--- src/sv/plmir_pkg.sv ---
package plmir_pkg;

  // limiter theta width, unsigned fixed point
  localparam int unsigned THETA_W = 15;
  // density floor width, unsigned Q15.16
  localparam int unsigned FLOOR_W = 31;
  // configuration port
  localparam int unsigned CFG_IDX_W  = 2;
  localparam int unsigned CFG_DATA_W = 31;

  // configuration register indexes
  localparam logic [CFG_IDX_W-1:0] REG_SLOPE_THETA   = 2'd0;
  localparam logic [CFG_IDX_W-1:0] REG_DENSITY_FLOOR = 2'd1;

  // register reset values
  localparam logic [THETA_W-1:0] THETA_RESET = 15'd24576;
  localparam logic [FLOOR_W-1:0] FLOOR_RESET = 31'd1;

  // window fill count at which every new cell gives an interface
  localparam logic [1:0] FILL_FULL = 2'd3;

endpackage

--- src/sv/plmir_window.sv ---
module plmir_window import plmir_pkg::*; #(
  parameter int unsigned VALUE_WIDTH = 32
) (
  input  logic                          clk_i,
  input  logic                          rst_ni,
  input  logic                          accept_i,
  input  logic signed [VALUE_WIDTH-1:0] cell_value_i,
  input  logic                          line_start_i,
  input  logic                          apply_floor_i,
  input  logic                          take_i,
  output logic                          valid_o,
  output logic signed [VALUE_WIDTH-1:0] w0_o,
  output logic signed [VALUE_WIDTH-1:0] w1_o,
  output logic signed [VALUE_WIDTH-1:0] w2_o,
  output logic signed [VALUE_WIDTH-1:0] w3_o,
  output logic                          floor_en_o
);

  logic signed [VALUE_WIDTH-1:0] w0_q, w1_q, w2_q, w3_q;
  logic signed [VALUE_WIDTH-1:0] w0_d, w1_d, w2_d;
  logic [1:0] fill_q, fill_d, fill_base;
  logic       floor_q, floor_d;
  logic       valid_q, valid_d;
  logic       produce;

  // next window, fill count and floor flag for an accepted cell
  always_comb begin
    fill_base = line_start_i ? '0 : fill_q;
    produce   = (fill_base == FILL_FULL);
    fill_d    = produce ? FILL_FULL : fill_base + 2'd1;
    floor_d   = line_start_i ? apply_floor_i : floor_q;
    if (line_start_i) begin
      w0_d = '0;
      w1_d = '0;
      w2_d = '0;
    end else begin
      w0_d = w1_q;
      w1_d = w2_q;
      w2_d = w3_q;
    end
  end

  // result-pending flag: set by a producing transfer, cleared when taken
  always_comb begin
    valid_d = valid_q;
    if (accept_i) begin
      valid_d = produce;
    end else if (take_i) begin
      valid_d = 1'b0;
    end
  end

  // control state
  always_ff @(posedge clk_i or negedge rst_ni) begin
    if (!rst_ni) begin
      fill_q  <= '0;
      floor_q <= 1'b0;
      valid_q <= 1'b0;
      w0_q    <= '0;
      w1_q    <= '0;
      w2_q    <= '0;
      w3_q    <= '0;
    end else begin
      valid_q <= valid_d;
      if (accept_i) begin
        fill_q  <= fill_d;
        floor_q <= floor_d;
        w0_q    <= w0_d;
        w1_q    <= w1_d;
        w2_q    <= w2_d;
        w3_q    <= cell_value_i;
      end
    end
  end

  assign valid_o    = valid_q;
  assign w0_o       = w0_q;
  assign w1_o       = w1_q;
  assign w2_o       = w2_q;
  assign w3_o       = w3_q;
  assign floor_en_o = floor_q;

endmodule

--- config.mk ---
export PLATFORM = sky130hd
export DESIGN_NAME = plmir_window
export DESIGN_NICKNAME = d
export VERILOG_FILES = /design/src/sv/plmir_pkg.sv /design/src/sv/plmir_window.sv
export SDC_FILE = /design/constraint.sdc
export NUM_CORES = 1
export LEC_CHECK = 0
export BUFFER_PORTS_ARGS = -buffer_cell sky130_fd_sc_hd__buf_2
export CORE_UTILIZATION = 51
export CTS_CLUSTER_DIAMETER = 80
export CTS_CLUSTER_SIZE = 24
export DETAILED_ROUTE_END_ITERATION = 8
export PLACE_DENSITY = 0.84
export SETUP_SLACK_MARGIN = 0.1
export SLEW_MARGIN = 20
export SYNTH_ARGS = -nofsm -noshare
export SYNTH_HDL_FRONTEND = slang
export SYNTH_SLANG_ARGS = --single-unit
--- constraint.sdc ---
create_clock -name clk_i -period 1.15 [get_ports clk_i]
set_clock_uncertainty 0.05 [all_clocks]
set_input_delay 0.23 -clock clk_i [delete_from_list [all_inputs] [get_ports clk_i]]
set_output_delay 0.23 -clock clk_i [all_outputs]
set_load 0.02 [all_outputs]
==> summary.md, run 1 <==
Critical path
- buf_6 — crit path cell chain
- 870 ps — required time at the worst-slack endpoint
- w2_o[25] — reg2reg start
- 450 ps — Largest stage delay, worst path
- 2 — largest fanout on the critical path
- 1 — WP buf/inv
- w2_o[9] — Setup crit start
- register to output port — Setup CP Type
- flip-flops — kind of cell adding the most delay to the critical path
- register — type of origin of the critical path
- output port — Critical Path End Type
- dfrtp_1 — slowest cell on the critical path
- 1150 ps — data arrival time of the worst path

Die
- 104.7 um — x dimension of the die
- 168 — io pins
- 37 — placement row count
- 104.7 um — die height
- 52.35% — initial core utilization
- 0.01096 mm^2 — die footprint
- 0.01028 mm^2 — core area

Timing
- 0 — max-slew violation count
- 124.4% — fraction of the cycle the final worst path needs
- -280.8 ps — worst path setup slack after routing
- 0 — Final Hold Violating Endpoints
- 1431 ps — Final Critical Period
- 70.18% — Max transition margin
- 131 — total of endpoints with negative setup slack in the final report
- yes — unrepaired setup endpoints after global routing
- 698.9 MHz — Max Clk Rate
- 444.3 ps — Tightest Pin Transition
- 82.86 ps — Post-Route Hold Slack

Drt
- 23480 um — overall routed net length
- 427 — count of routing violations after the opening detailed-route iteration
- 5.843 — average vias per placed instance
- 0 — number of antenna-violating nets in the routed design
- 9 — first-pass iteration count of the detailed router
- 5627 — number of vias after detailed routing
- 24.38 um — wire per inst
- 2 — residual DRC count

Placed design
- 0.8341 — routability cong.
- 167 — number of port buffers
- 8905 um — HPWL after detailed placement

Power
- 1467 mW/mm^2 — power density cells
- 4.566 nW — static leakage
- 1.458 mV — maximum resistive drop on vdd

Final layout
- 46.73% — proportion of layout cells with a drive suffix above 1
- 91.22% — Core Util, Final
- 74.26% — Area Growth Syn to Fin
- 153 x buf_4, 136 x buf_6, 132 x dfrtp_1 — commonest cells after routing, fill and taps aside
- 361 — FILL cells
- 851 — net count of the finished layout
- buf_4 — commonest non-fill, non-tap cell in the layout

Yosys
- 61.40% — area share of the largest cell type after synthesis
- 0.005380 mm^2 — post-synth design cell area
- dfrtp_1 61%, nand3b_1 8.5%, mux2_1 6.5%, o21ai_0 5.8%, o31ai_1 4.3% — most area-consuming cells after synthesis
- dfrtp_1 — main flop type after synthesis
- 20 — number of different library cells in the post-synthesis netlist
- 459 — Gate Count Post-Synth
- 0% — parity-gate share of the synthesized area counting xor and xnor cells
- 61.40% — sequential area share after synthesis
- 100.0% — Synth async-reset ratio
- 497 — Synthesized Nets
- 10.93% — Synth Area in Compound Gates
- 0 — YS warnings
- dfrtp_1 — largest area contributor in the netlist
- 0 — number of enable-type register cells in the synthesized netlist
- 12.98% — share of synthesized cell area in and, or, nand and nor gates
- simple AND/OR/NAND/NOR gates — largest family of logic cells by synthesized area
- 0% — Post-Synth Adder-Cell Area
- 6.907% — mux cell area share after synthesis
- 11.72 um^2 — mean cell area of the mapped netlist
- 132 — Seq cells post-synth

Clocking
- 4 — H-tree Lvls
- 132 — number of sinks on the clock net
- 530 ps — source-to-sink clock delay at the later pin of the worst-skew pair
- yes — TritonCTS clock tree
- clkbuf_8 — CTS root buf
- 17 — number of clock buffers inserted by TritonCTS
- 70 ps — Clock Pin Slew Worst Setup and Hold Paths
- 2 — worst-case clock buffer depth

Status
- finished with violations — run status
- design-rule violations, negative setup slack — violations in the final reports

GRT
- 5418 — vias in the first global route
- 41 — pin count of the biggest net entering global routing
- 2 — antenna violations before repair
- 29150 um — first-pass GRT wire length
- 35.48% — gr usage total
- 0 — sum of overflow across all layers after global routing

Run
- 0 — maximum capacitance violations

Worst hold path
- input pin to async pin — Tightest Hold Check Type

[area by class of cell]
| type | count | area, um^2 | share of cell area (%) |
|---|---|---|---|
| diodes | 1 | 2.502 | 0.02669 |
| clock buffers | 18 | 417.9 | 4.457 |
| clock inverters | 14 | 115.1 | 1.228 |
| inverters | 62 | 232.7 | 2.482 |
| multi-input cells | 231 | 1728 | 18.43 |
| flip-flops and latches | 132 | 3303 | 35.23 |
| well taps | 136 | 170.2 | 1.815 |
| repair buffers | 369 | 3406 | 36.33 |
[worst paths after layout]
kind / cells after the start / slack, ps / to
max in group asynchronous: 3 / 470 / w3_o[26]
max: 1 / -280 / w2_o[9]
min reg2reg: 1 / 510 / w3_o[10]
max reg2reg: 3 / -80 / w2_o[25]
min in group clk_i: 2 / 80 / w0_o[10]
min: 2 / 80 / w2_o[29]
[per-layer routing]
layer,vias up,track usage [%],share of wire (%)
li1,2254,-,-
met1,2778,39.33,34
met2,454,62.77,51
met3,139,6.862,7.6
met4,2,21.93,7.6
met5,-,0,0.055
[per-stage QoR]
step | power (mW) | cells | setup slack, ps | TNS, ps | area [um^2]
final | 13.75 | 963 | -280.8 | -26820 | 9375
after global routing | 14.06 | 963 | -293.6 | -30680 | 9375
after CTS | 12.94 | 907 | -240.0 | -26370 | 8871
after detailed placement | 7.156 | 760 | -66.71 | -1137 | 6574
after global placement | 7.083 | 760 | -40.64 | -561.6 | 6574
after floorplan | 6.319 | 459 | 190.1 | 0 | 5380
[sequential cells by signal, summed over array words and instances, names as in the netlist]
signal	flops
fill_q	2
floor_en_o	1
valid_o	1
w0_o	32
w1_o	32
w2_o	32
w3_o	32
[kinds of logic after synthesis]
logic type	after synthesis
AOI/OAI and AO/OA	99
buffers and inverters	96
DFF	132
muxes	33
and+or+nand+nor	99
[repair_timing]
item | 4_1_cts | 5_1_grt
hold endpoints to repair | 166 | 0
pin swaps | 0 | 0
endpoints found under the setup margin | 130 | 133
setup buffers | 80 | 55
resized for setup | 260 | 29
hold buffers | 35 | 0
[synthesized netlist by cell type (2+ instances only)]
cell type and instances:
nor2_1 2, nand2b_1 32, mux2_2 2, a22o_1 4, a21oi_1 2, mux2_1 31, buf_6 4, nand3b_1 61
o21ai_0 62, inv_1 61, clkbuf_1 9, dfrtp_1 132, buf_2 20, o31ai_1 31
[power breakdown]
part | internal, mW | total [mW] | switching (mW)
registers | 5.02 | 5.40 | 0.381
clock network | 2.85 | 5.07 | 2.22
logic | 1.68 | 3.28 | 1.60
No activity file was read; power rests on OpenSTA's default activity.
==> run 2: changes to the inputs <==
REMOVE_ABC_BUFFERS = 1   (was default)
==> run 2 against run 1 <==
  * The flow finishes with violations (negative setup slack)
  * Die area unchanged
  * Global-route usage fell by 3.3 points
  * Clock power down 6.7%
  * Critical endpoint is now w2_o[26]
  * Fmax increased by 3.5%
  * Register-to-register slack improved by 110 ps
  * Routed wire length fell by 18%
  * Hold slack worse by 23 ps
==> summary.md, run 2 (synthesized netlist as in run 1, its figures left out) <==
Final layout
- 946 — non-filler cells in the finished layout, -1.8%
- 89.51% — Core Util, Final, -1.7 points
- 70.98% — Area Growth Syn to Fin
- 0.001694 mm^2 — area of the multi-input gates, -2.0%
- 836 — net count of the finished layout, -1.8%
- 0 — count of inserted antenna diode cells, -1
- 0.003303 mm^2 — register area, unchanged
- buf_4 — commonest non-fill, non-tap cell in the layout
- 391 — FILL cells, +8.3%
- 44.44% — proportion of layout cells with a drive suffix above 1, -2.3 points
- 139 x buf_4, 135 x buf_6, 132 x dfrtp_1 — commonest cells after routing, fill and taps aside

Drt
- 19250 um — overall routed net length, -18%
- 5.542 — average vias per placed instance, -5.1%
- 309 — count of routing violations after the opening detailed-route iteration, -28%
- 20.34 um — wire per inst, -17%
- 5243 — number of vias after detailed routing, -6.8%
- 5 — first-pass iteration count of the detailed router, -4
- 0 — residual DRC count, -2
- 0 — number of antenna-violating nets in the routed design, unchanged

Critical path
- 870 ps — required time at the worst-slack endpoint, about the same
- w0_o[0] — reg2reg start
- 30 ps — setup slack on the worst flop-to-flop path, +110 ps
- dfrtp_1 — slowest cell on the critical path
- w0_o[0] — destination of the worst register-to-register timing path
- 430 ps — Largest stage delay, worst path, -20 ps
- 1 — logic depth of the worst path, buffers included, unchanged
- 1100 ps — data arrival time of the worst path, -50 ps
- output port — Critical Path End Type
- w2_o[26] — Setup crit start
- register — type of origin of the critical path
- w2_o[26] — capture point of the worst path
- register to output port — Setup CP Type
- 1 — WP buf/inv, unchanged
- 3 — largest fanout on the critical path, +1
- 4 — cell depth of the worst flop-to-flop path, +1
- buf_6 — crit path cell chain
- flip-flops — kind of cell adding the most delay to the critical path

Power
- 13.13 mW — Final Power, -4.5%
- 1.016 mV — maximum resistive drop on vdd, -30%
- 40.9% — register share of total power, +1.6 points
- 9.345 mW — Pint, -2.1%
- 1427 mW/mm^2 — power density cells, -2.7%
- 36.0% — clock network fraction of total power, -0.8 points
- 3.783 mW — switching power total, -10%
- 28.82% — switching part of the total, -1.8 points
- 4.462 nW — static leakage, -2.3%
- 23.1% — share of power burned in combinational logic, -0.8 points

GRT
- 0 — sum of overflow across all layers after global routing, unchanged
- met2 — GRT busiest layer
- 35.03% — routing usage on met1, -4.3 points
- 0 — antenna violations before repair, -2
- 5304 — vias in the first global route, -2.1%
- 35 — pin count of the biggest net entering global routing, -15%
- 7.548% — met3 usage in global routing, +0.69 points
- 57.66% — met2 routing resource usage after global routing, -5.1 points
- 32.20% — gr usage total, -3.3 points
- 26880 um — first-pass GRT wire length, -7.8%

Timing
- 1383 ps — Final Critical Period, -48.01 ps
- 723.2 MHz — Max Clk Rate, +3.5%
- 60.22 ps — Post-Route Hold Slack, -22.64 ps
- 120.2% — fraction of the cycle the final worst path needs, -4.2 points
- 0 — max-slew violation count, unchanged
- 0 — Final Hold Violating Endpoints, unchanged
- 366.2 ps — Tightest Pin Transition, -78.05 ps
- 130 — total of endpoints with negative setup slack in the final report, -0.76%
- -232.8 ps — worst path setup slack after routing, +48.01 ps
- yes — unrepaired setup endpoints after global routing
- 75.33% — Max transition margin, +5.1 points

Clocking
- 2 — worst-case clock buffer depth, unchanged
- clkbuf_8 — CTS root buf
- 4 — H-tree Lvls, unchanged
- 520 ps — source-to-sink clock delay at the later pin of the worst-skew pair, about the same
- 60 ps — Clock Pin Slew Worst Setup and Hold Paths, about the same
- 132 — number of sinks on the clock net, unchanged
- 17 — number of clock buffers inserted by TritonCTS, unchanged
- yes — TritonCTS clock tree

Die
- 37 — placement row count, unchanged
- 104.7 um — die height, unchanged
- 52.35% — initial core utilization, unchanged
- 168 — io pins, unchanged
- 0.01096 mm^2 — die footprint, unchanged
- 0.01028 mm^2 — core area, unchanged
- 104.7 um — x dimension of the die, unchanged

Placed design
- 756 — cell count after placement, -0.53%
- 0.7857 — routability cong., -5.8%
- 8422 um — HPWL after detailed placement, -5.4%
- 167 — number of port buffers, unchanged

Status
- finished with violations — run status
- negative setup slack — violations in the final reports

Run
- 0 — maximum capacitance violations, unchanged

Worst hold path
- input pin to register — Tightest Hold Check Type

[run 2: worst min-delay path by stage]
stage	start	to	slack, ps	depth (start not counted)
after global routing	accept_i	w2_o[2]	60	3
after CTS	accept_i	w2_o[2]	60	3
after detailed placement	rst_ni	w0_o[3]	80	1
after global placement	rst_ni	w0_o[3]	90	1
after floorplan	rst_ni	fill_q[0]	-120	0
final	accept_i	w2_o[2]	60	3
[run 2: power groups by stage]
stage / logic (mW) / registers (mW) / clock network [mW]
global placement: 1.70 / 5.35 / 0
detailed placement: 1.75 / 5.37 / 0
floorplan: 0.394 / 5.79 / 0
global route: 3.18 / 5.39 / 4.95
finish: 3.03 / 5.37 / 4.73
CTS: 2.69 / 5.33 / 4.67
[run 2: repair_timing]
item / 4_1_cts / 5_1_grt
setup buffers: 83 / 41
endpoints found under the setup margin: 130 / 132
endpoints found under the hold margin: 166 / 0
gates resized for setup: 260 / 17
hold buffers: 35 / 0
[run 2: per-stage QoR]
stage | cell area, um^2 | TNS, ps | worst slack [ps]
finish | 9199 | -24390 | -232.8
global route | 9199 | -28200 | -245.5
CTS | 8840 | -24650 | -224.5
detailed placement | 6544 | -1470 | -95.56
global placement | 6544 | -679.5 | -80.87
floorplan | 5194 | 0 | 241.2
[run 2: area by class of cell]
cell class                 count  share of cell area, %
clock inverter                10                 0.6529
tap                          136                  1.850
timing repair buffer         354                  35.76
multi-input combinational    231                  18.42
clock buffer                  21                  4.883
sequential                   132                  35.91
inverter                      62                  2.530
[run 2: worst reg2reg max path: cells and delay by family, from the launching register on]
family / cells / cell delay (ps)
AO/OA/AOI/OAI: 1 / 320
buffers and inverters: 3 / 250
flip-flops: 1 / 360
[run 2: metal layers]
layer | wire length, um | part of all wire (%) | vias to the layer above
li1 | - | - | 2225
met2 | 10390 | 54 | 303
met3 | 1200 | 6.2 | 87
met1 | 6647 | 35 | 2628
met4 | 1005 | 5.2 | 0
met5 | 0 | 0 | -
==> run 3: changes to the inputs <==
CORE_ASPECT_RATIO = 1.4   (was default)
==> run 3 against run 2 <==
  * The flow finishes with violations (design-rule violations, negative hold slack, negative setup slack)
  * Combinational power grew 10%
  * Via count grew 12%
  * Global-route usage grew 8.3 points
  * Count of clock-buffer cells in the layout shrank 2
  * Sequential share of layout area shrank 0.45 points
  * Sequential power grew 0.7%
  * Die area is essentially flat
  * Register-to-register slack lost 330 ps
  * Cell area grew 1.3%
  * Clock power grew 21%
  * First-iteration DRC count grew 140%
  * Hold slack lost 70 ps
  * Largest cell class unchanged
==> summary.md, run 3 (synthesized netlist as in run 1, its figures left out) <==
Status
- finished with violations — run status
- design-rule violations, negative hold slack, negative setup slack — violations in the final reports

Drt
- 28.09 um — wire per inst, +38%
- 6.203 — average vias per placed instance, +12%
- 26490 um — overall routed net length, +38%
- 5849 — number of vias after detailed routing, +12%
- 728 — count of routing violations after the opening detailed-route iteration, +140%
- 2 — residual DRC count, +2
- 0 — number of antenna-violating nets in the routed design, unchanged
- 9 — first-pass iteration count of the detailed router, +4

GRT
- 43 — pin count of the biggest net entering global routing, +23%
- 0 — sum of overflow across all layers after global routing, unchanged
- 5505 — vias in the first global route, +3.8%
- 40.54% — gr usage total, +8.3 points
- 5 — antenna violations before repair, +5
- 31040 um — first-pass GRT wire length, +16%

Critical path
- 1350 ps — required time at the worst-slack endpoint, +480 ps
- w1_o[10] — destination of the worst register-to-register timing path
- 560 ps — Largest stage delay, worst path, +130 ps
- 3 — cell depth of the worst flop-to-flop path, -1
- w1_o[10] — capture point of the worst path
- register — type of origin of the critical path
- w2_o[10] — Setup crit start
- register to register — Setup CP Type
- -300 ps — setup slack on the worst flop-to-flop path, -330 ps
- 1660 ps — data arrival time of the worst path, +560 ps
- register — Critical Path End Type
- o31ai_2 — slowest cell on the critical path
- buf_4, inv_1, o31ai_2 — crit path cell chain
- w2_o[10] — reg2reg start
- 2 — largest fanout on the critical path, -1

Clocking
- 2 — worst-case clock buffer depth, unchanged
- 430 ps — source-to-sink clock delay at the later pin of the worst-skew pair, -90 ps
- 17 — number of clock buffers inserted by TritonCTS, unchanged
- yes — TritonCTS clock tree
- clkbuf_16 — CTS root buf
- 132 — number of sinks on the clock net, unchanged
- 60 ps — Clock Pin Slew Worst Setup and Hold Paths, about the same
- 4 — H-tree Lvls, unchanged

Placed design
- 0.8202 — routability cong., +4.4%
- 167 — number of port buffers, unchanged
- 756 — cell count after placement, unchanged
- 8638 um — HPWL after detailed placement, +2.6%

Die
- 0.01097 mm^2 — die footprint, about the same
- 123.5 um — die height, +18%
- 88.81 um — x dimension of the die, -15%
- 0.01029 mm^2 — core area, +0.17%
- 44 — placement row count, +19%
- 52.26% — initial core utilization, -0.089 points
- 168 — io pins, unchanged

Timing
- 688.8 MHz — Max Clk Rate, -4.8%
- yes — unrepaired setup endpoints after global routing
- 1452 ps — Final Critical Period, +69.13 ps
- 784.5 ps — Tightest Pin Transition, +418.3 ps
- 1 — Final Hold Violating Endpoints, +1
- -301.9 ps — worst path setup slack after routing, -69.13 ps
- 47.14% — Max transition margin, -28 points
- 136 — total of endpoints with negative setup slack in the final report, +4.6%
- 0 — max-slew violation count, unchanged
- 126.3% — fraction of the cycle the final worst path needs, +6.0 points
- -9.900 ps — Post-Route Hold Slack, -70.12 ps

Run
- 0 — maximum capacitance violations, unchanged

Power
- 4.528 nW — static leakage, +1.5%
- 1554 mW/mm^2 — power density cells, +8.9%
- 14.48 mW — Final Power, +10%
- 1.611 mV — maximum resistive drop on vdd, +58%

Final layout
- buf_4 — commonest non-fill, non-tap cell in the layout
- 347 — FILL cells, -11%
- 829 — net count of the finished layout, -0.84%
- 0.003303 mm^2 — register area, unchanged
- 90.50% — Core Util, Final, +0.99 points
- 0.001785 mm^2 — area of the multi-input gates, +5.4%
- 943 — non-filler cells in the finished layout, -0.32%
- 47.89% — proportion of layout cells with a drive suffix above 1, +3.4 points
- 140 x buf_4, 136 x buf_6, 132 x dfrtp_1 — commonest cells after routing, fill and taps aside
- 73.16% — Area Growth Syn to Fin

Worst hold path
- input pin to register — Tightest Hold Check Type

[run 3: how the worst min path moves through the flow]
stage                startpoint        end  slack [ps]  cells past startpoint
6_report        cell_value_i[8]    w3_o[8]         -10                      2
5_1_grt         cell_value_i[8]    w3_o[8]         -20                      2
4_1_cts        cell_value_i[20]   w3_o[20]           3                      2
3_5_place_dp             rst_ni   w0_o[12]          90                      1
3_3_place_gp             rst_ni   w0_o[12]          80                      1
2_1_floorplan            rst_ni  fill_q[0]        -120                      0
[run 3: cell type report]
| class | count | area share, % |
|---|---|---|
| Sequential cell | 132 | 35.46 |
| Timing Repair Buffer | 347 | 34.54 |
| Multi-Input combinational cell | 231 | 19.16 |
| Clock buffer | 19 | 4.754 |
| Inverter | 62 | 2.498 |
| Tap cell | 138 | 1.853 |
| Clock inverter | 13 | 1.706 |
| Antenna cell | 1 | 0.02686 |
[run 3: critical path: cells and delay by family (launching register included)]
kind	cells	cell delay, ps
flip-flops	1	400
AO/OA/AOI/OAI	1	560
buffers and inverters	2	270
[run 3: report_power, final]
part           internal [mW]  switching [mW]
combinational           1.64            1.70
sequential              5.02           0.390
clock                   3.46            2.26
[run 3: layer usage]
layer,vias up,wire (um),part of all wire [%],track usage [%]
met4,4,2810,11,29.84
met3,265,3471,13,15.55
met5,-,31,0.12,0
met2,577,12170,46,66.35
li1,2214,-,-,-
met1,2789,8004,30,41.64
[run 3: per-stage QoR]
| step | TNS (ps) | setup slack (ps) | cell area (um^2) |
|---|---|---|---|
| 3_5_place_dp | -1715 | -71.13 | 6528 |
| 2_1_floorplan | 0 | 241.2 | 5194 |
| 4_1_cts | -10890 | -117.4 | 8795 |
| 3_3_place_gp | -1138 | -45.25 | 6528 |
| 6_report | -14960 | -301.9 | 9316 |
| 5_1_grt | -18800 | -293.9 | 9314 |
[run 3: repair_timing]
item                                    in CTS  in global routing
hold endpoints to repair                   156                  1
buffers inserted                            80                 52
hold buffers                                25                  1
pin swaps                                    0                  1
endpoints found under the setup margin     130                143
resized for setup                          260                 52
